===== src/wnss_ram.sv =====
module wnss_ram #(
   parameter int WIDTH = 8,
   parameter int DEPTH = 64
) (
   input  logic                     clock,
   input  logic                     we,
   input  logic [$clog2(DEPTH)-1:0] waddr,
   input  logic [WIDTH-1:0]         wdata,
   input  logic [$clog2(DEPTH)-1:0] raddr,
   output logic [WIDTH-1:0]         rdata
);

   logic [WIDTH-1:0] mem [DEPTH];
   logic [WIDTH-1:0] rdata_ff;

   always_ff @(posedge clock) begin
      if (we) begin
         mem[waddr] <= wdata;
      end
      rdata_ff <= mem[raddr];
   end

   assign rdata = rdata_ff;

endmodule


===== config.mk =====
export PLATFORM = sky130hd
export DESIGN_NAME = wnss_ram
export DESIGN_NICKNAME = d
export VERILOG_FILES = /design/src/wnss_ram.sv
export SDC_FILE = /design/constraint.sdc
export NUM_CORES = 1
export LEC_CHECK = 0
export BUFFER_PORTS_ARGS = -buffer_cell sky130_fd_sc_hd__buf_4
export CAP_MARGIN = 15
export CORE_ASPECT_RATIO = 1.4
export CORE_MARGIN = 10
export CORE_UTILIZATION = 62
export DETAILED_ROUTE_END_ITERATION = 8
export GPL_ROUTABILITY_DRIVEN = 0
export PLACE_DENSITY = 0.76
export RECOVER_POWER = 100
export SLEW_MARGIN = 0
export SYNTH_ARGS = -nofsm -noshare
export SYNTH_HDL_FRONTEND = slang
export SYNTH_SLANG_ARGS = --single-unit

===== constraint.sdc =====
create_clock -name clock -period 2.71 [get_ports clock]
set_input_delay 0.4065 -clock clock [delete_from_list [all_inputs] [get_ports clock]]
set_output_delay 0.4065 -clock clock [all_outputs]
set_load 0.01 [all_outputs]

### After elaboration in Yosys (flattened, before gate mapping)

Memories as Yosys holds them, arrays and structs flattened. A register that Yosys moved wholly into a read port is not among the register bits.
Index checks and enable logic that the tools add are counted.

* bits in registers: 0
* output and inout port bits: 8
* logic and storage cells: 3
* memory bits (writable): 512
* memories: 1
* input bits: 22

Memories
* mem: depth 64, width 8, rd ports 1, clocked after Yosys merged registers in 1, wr ports 1, line 13 `logic [WIDTH-1:0] mem [DEPTH];`

* mux-type cells: 2

Operator list (count)
* $mux W1: 2

### Logic depth before layout (Yosys ltp)

* word-level depth: 2
* gate-level depth with buffers: 9
* depth with buffers taken out: 5

### Worst setup path before layout

OpenSTA, ideal clock, no wires.

* kind: input to register
* from: in raddr[1]
* to: reg rdata_ff[3], in the netlist rdata[3] (read register of mem)
* path buffers: 3
* data arrival time: 1.946 ns
* setup time: 0.128 ns
* setup slack: 0.636 ns
* required time: 2.582 ns
* stages on the path: 7
* path through: buf_4 -> buf_2 -> buf_2 -> mux4_2 -> mux4_2 -> o21ai_1 -> o41ai_1

RTL lines
* start: declaration: line 9 `input logic [$clog2(DEPTH)-1:0] raddr,`
* end: declaration: line 14 `logic [WIDTH-1:0] rdata_ff;`

==> impl_metrics.json <==
{
  "status": "finished clean",
  "post_cts_resize_count": 0,
  "grt_pass1_vias": 10400,
  "worstSetupPathType": "in -> reg",
  "die_area_um2": 40200,
  "ys_seq_elements": 520,
  "min_path_type": "in -> reg",
  "cp.buffers_inverters": 3,
  "cp_max_fo": 31,
  "overflow": 0,
  "drc": 0,
  "synth_seq_area_share_pct": 77.0,
  "via_per_inst": 6.56,
  "crit_cells": 8,
  "switching_share_pct": 20.1,
  "wl_mm": 45.3,
  "fmax_mhz": 470,
  "synth-edff-count": 512,
  "report.final.setup_viol": 0,
  "area_growth_pct": 12.1,
  "drive_above_1_share_pct": 22.9,
  "p_sw_w": 0.00323,
  "clkLatencyLatePin_ns": 0.56,
  "fp.dieW_um": 172,
  "grt_start_max_net_pins": 65,
  "post-dp-hpwl_mm": 28.3,
  "final_util_pct": 70.0,
  "synth-main-ff-cell": "edfxtp_1",
  "die_y_um": 233,
  "htreeDepth": 2,
  "wl_met1_mm": 16.2,
  "worstHoldPathCells": 3,
  "slew_violations": 0,
  "skew_ns": 0.0144,
  "clockBufferDepth": 3,
  "top_layer_used": "met4",
  "worst_pin_slew_ns": 1.43,
  "rsz0062_at_grt": "no",
  "p_clk_share_pct": 39.2,
  "tritoncts": "yes",
  "rows": 78,
  "initial_core_util_pct": 62.4,
  "tns_ns": 0,
  "netlist_instances": 940,
  "fill_cells": 1996,
  "hold_buffers": 0,
  "path_delay_family": "buffers and inverters",
  "cts_buffers": 45,
  "layout_setup_ws_ns": 0.581,
  "antenna_found_initial": 0,
  "via_count": 10100,
  "avgSynthCellArea_um2": 21.5,
  "synth_top_area_share_pct": 76.2,
  "combinationalPowerShare_pct": 5.3,
  "pre_cts_ws_ns": 0.00201,
  "clock-sinks": 520,
  "ys_types": 40,
  "endpoint_kind": "flop",
  "max_slew_margin_pct": 4.93,
  "core_area_um2": 32300,
  "fin_crit_ns": 2.13,
  "worst_setup_path_start_kind": "input pin",
  "diodes": 0,
  "clkTransAtPathRegs_ns": 0.07,
  "fin_hold_ws_ns": 0.271,
  "drt_iter0_drc": 1067,
  "io_buffer_count": 29,
  "ir_drop_v": 0.000508,
  "worstPathRequired_ns": 3.14,
  "synthArstFlopShare_pct": 0,
  "wl_met2_mm": 24.0,
  "worstPathArrival_ns": 2.56,
  "r2r_cells": 5,
  "grt_pass1_wl_mm": 68.0,
  "cp_common_cell": "nand3_1",
  "ant_nets": 0,
  "postCtsSetupBuffers": 0,
  "yosysWarnings": 0,
  "path_cells": "clkbuf_8, clkbuf_2, buf_4, mux4_2, mux2i_1, nand3_1, nand3_1, o32ai_1",
  "pwr-share-seq_pct": 55.5,
  "synthesis.area_um2": 20200,
  "hold_violations": 0,
  "powerDensity_nw_per_um2": 712,
  "ctsRootBufferMaster": "clkbuf_16",
  "routedWlPerCell_um": 29.4,
  "fin_nets": 1094,
  "synth_nets": 962,
  "first_pass_iters": 5,
  "max_stage_delay_ns": 0.50,
  "max_cap_violations": 0,
  "synth_top_area_cell": "edfxtp_1",
  "grt_util_all_layers_pct": 23.4,
  "io_pins": 30,
  "wl_met3_mm": 3.59,
  "internal_power_w": 0.0129,
  "power.leakage_nw": 7.03,
  "ys_top_cells_by_area": "edfxtp_1 (76%), mux4_2 (14%), nor2_1 (1.5%)",
  "slowest_stage": "mux4_2",
  "finalCritPeriodShare_pct": 78.6
}
[synthesized netlist by cell type (3+ instances only)]
cell type and instances:
mux4_2 126, clkbuf_1 17, o2111ai_1 3, buf_6 4, nand3b_1 3, o22ai_1 8
a211oi_1 4, nand3_1 13, mux2_2 13, buf_4 13, dfxtp_1 8, o2bb2ai_1 3
buf_2 11, nor2b_1 14, nor2_1 83, a21oi_1 3, mux2i_1 23, edfxtp_1 512
a22oi_1 3, nand2b_1 7, a221oi_1 6, nor3_1 7, o221ai_1 8, buf_1 4
nand2_1 19
[path summary, 6_finish.rpt]
kind	from	end	slack [ns]
min	raddr[5]	rdata[6]	0.27
max reg2reg	mem[3][5]	rdata[5]	0.61
min reg2reg	mem[30][6]	rdata[6]	0.83
max	raddr[0]	rdata[4]	0.58
[per-layer routing]
layer	track usage, %	vias to the layer above
li1	-	4187
met1	30.2	5291
met2	39.9	524
met3	3.70	94
met4	8.10	0
met5	0	-
[cells in the final DEF, fill, tap and decap left out, types with 3 or more instances in the layout]
master,count
nand2_1,19
clkbuf_16,47
mux2i_1,23
nand3b_1,3
bufinv_16,5
edfxtp_1,512
clkinv_2,3
clkinv_1,6
mux2_2,13
mux4_2,126
nor2b_1,14
a211oi_1,4
a22oi_1,3
clkbuf_2,9
buf_12,7
o221ai_1,8
buf_4,37
nand3_1,13
o22ai_1,8
o2bb2ai_1,3
clkbuf_1,94
a21oi_1,3
a221oi_1,6
dfxtp_1,8
nor3_1,7
nand2b_1,7
nor2_1,83
o2111ai_1,3
[kinds of logic after synthesis]
group | Yosys count | synth area share [%]
AOI/OAI and AO/OA | 54 | 2.07
buffers and inverters | 51 | 1.57
DFF | 520 | 77.0
muxes | 162 | 15.9
and+or+nand+nor | 153 | 3.39
[final cells by class]
type                       count  area [µm²]  share of cell area (%)
tap                          440         551                    2.43
timing repair buffer         136         785                    3.47
multi-input combinational    369        4320                    19.1
clock buffer                  59        1220                    5.40
clock inverter                16         204                   0.902
sequential                   520       15500                    68.7
[sequential cells by signal, indices dropped and copies added, names as in the netlist]
signal,cells
mem,512
rdata,8
[stage by stage]
stage	area (µm²)	instances	total power [W]
floorplan	20200	940	0.00957
global placement	21500	1465	0.00995
detailed placement	21500	1465	0.00998
CTS	22900	1540	0.0162
global route	22600	1540	0.0165
finish	22600	1540	0.0161
[worst min-delay path, cell delays in order]
cell and delay (ns):
buf_4 0.20, nand3_1 0.10, o32ai_1 0.06
[power groups by stage]
stage / Sequential [W] / Combinational, W / Clock (W)
finish: 0.00894 / 0.000852 / 0.00631
detailed placement: 0.00910 / 0.000876 / 0
floorplan: 0.00909 / 0.000474 / 0
global route: 0.00894 / 0.000904 / 0.00668
global placement: 0.00910 / 0.000857 / 0
CTS: 0.00893 / 0.000884 / 0.00639
Note: power is estimated with default switching activity, not from simulation.
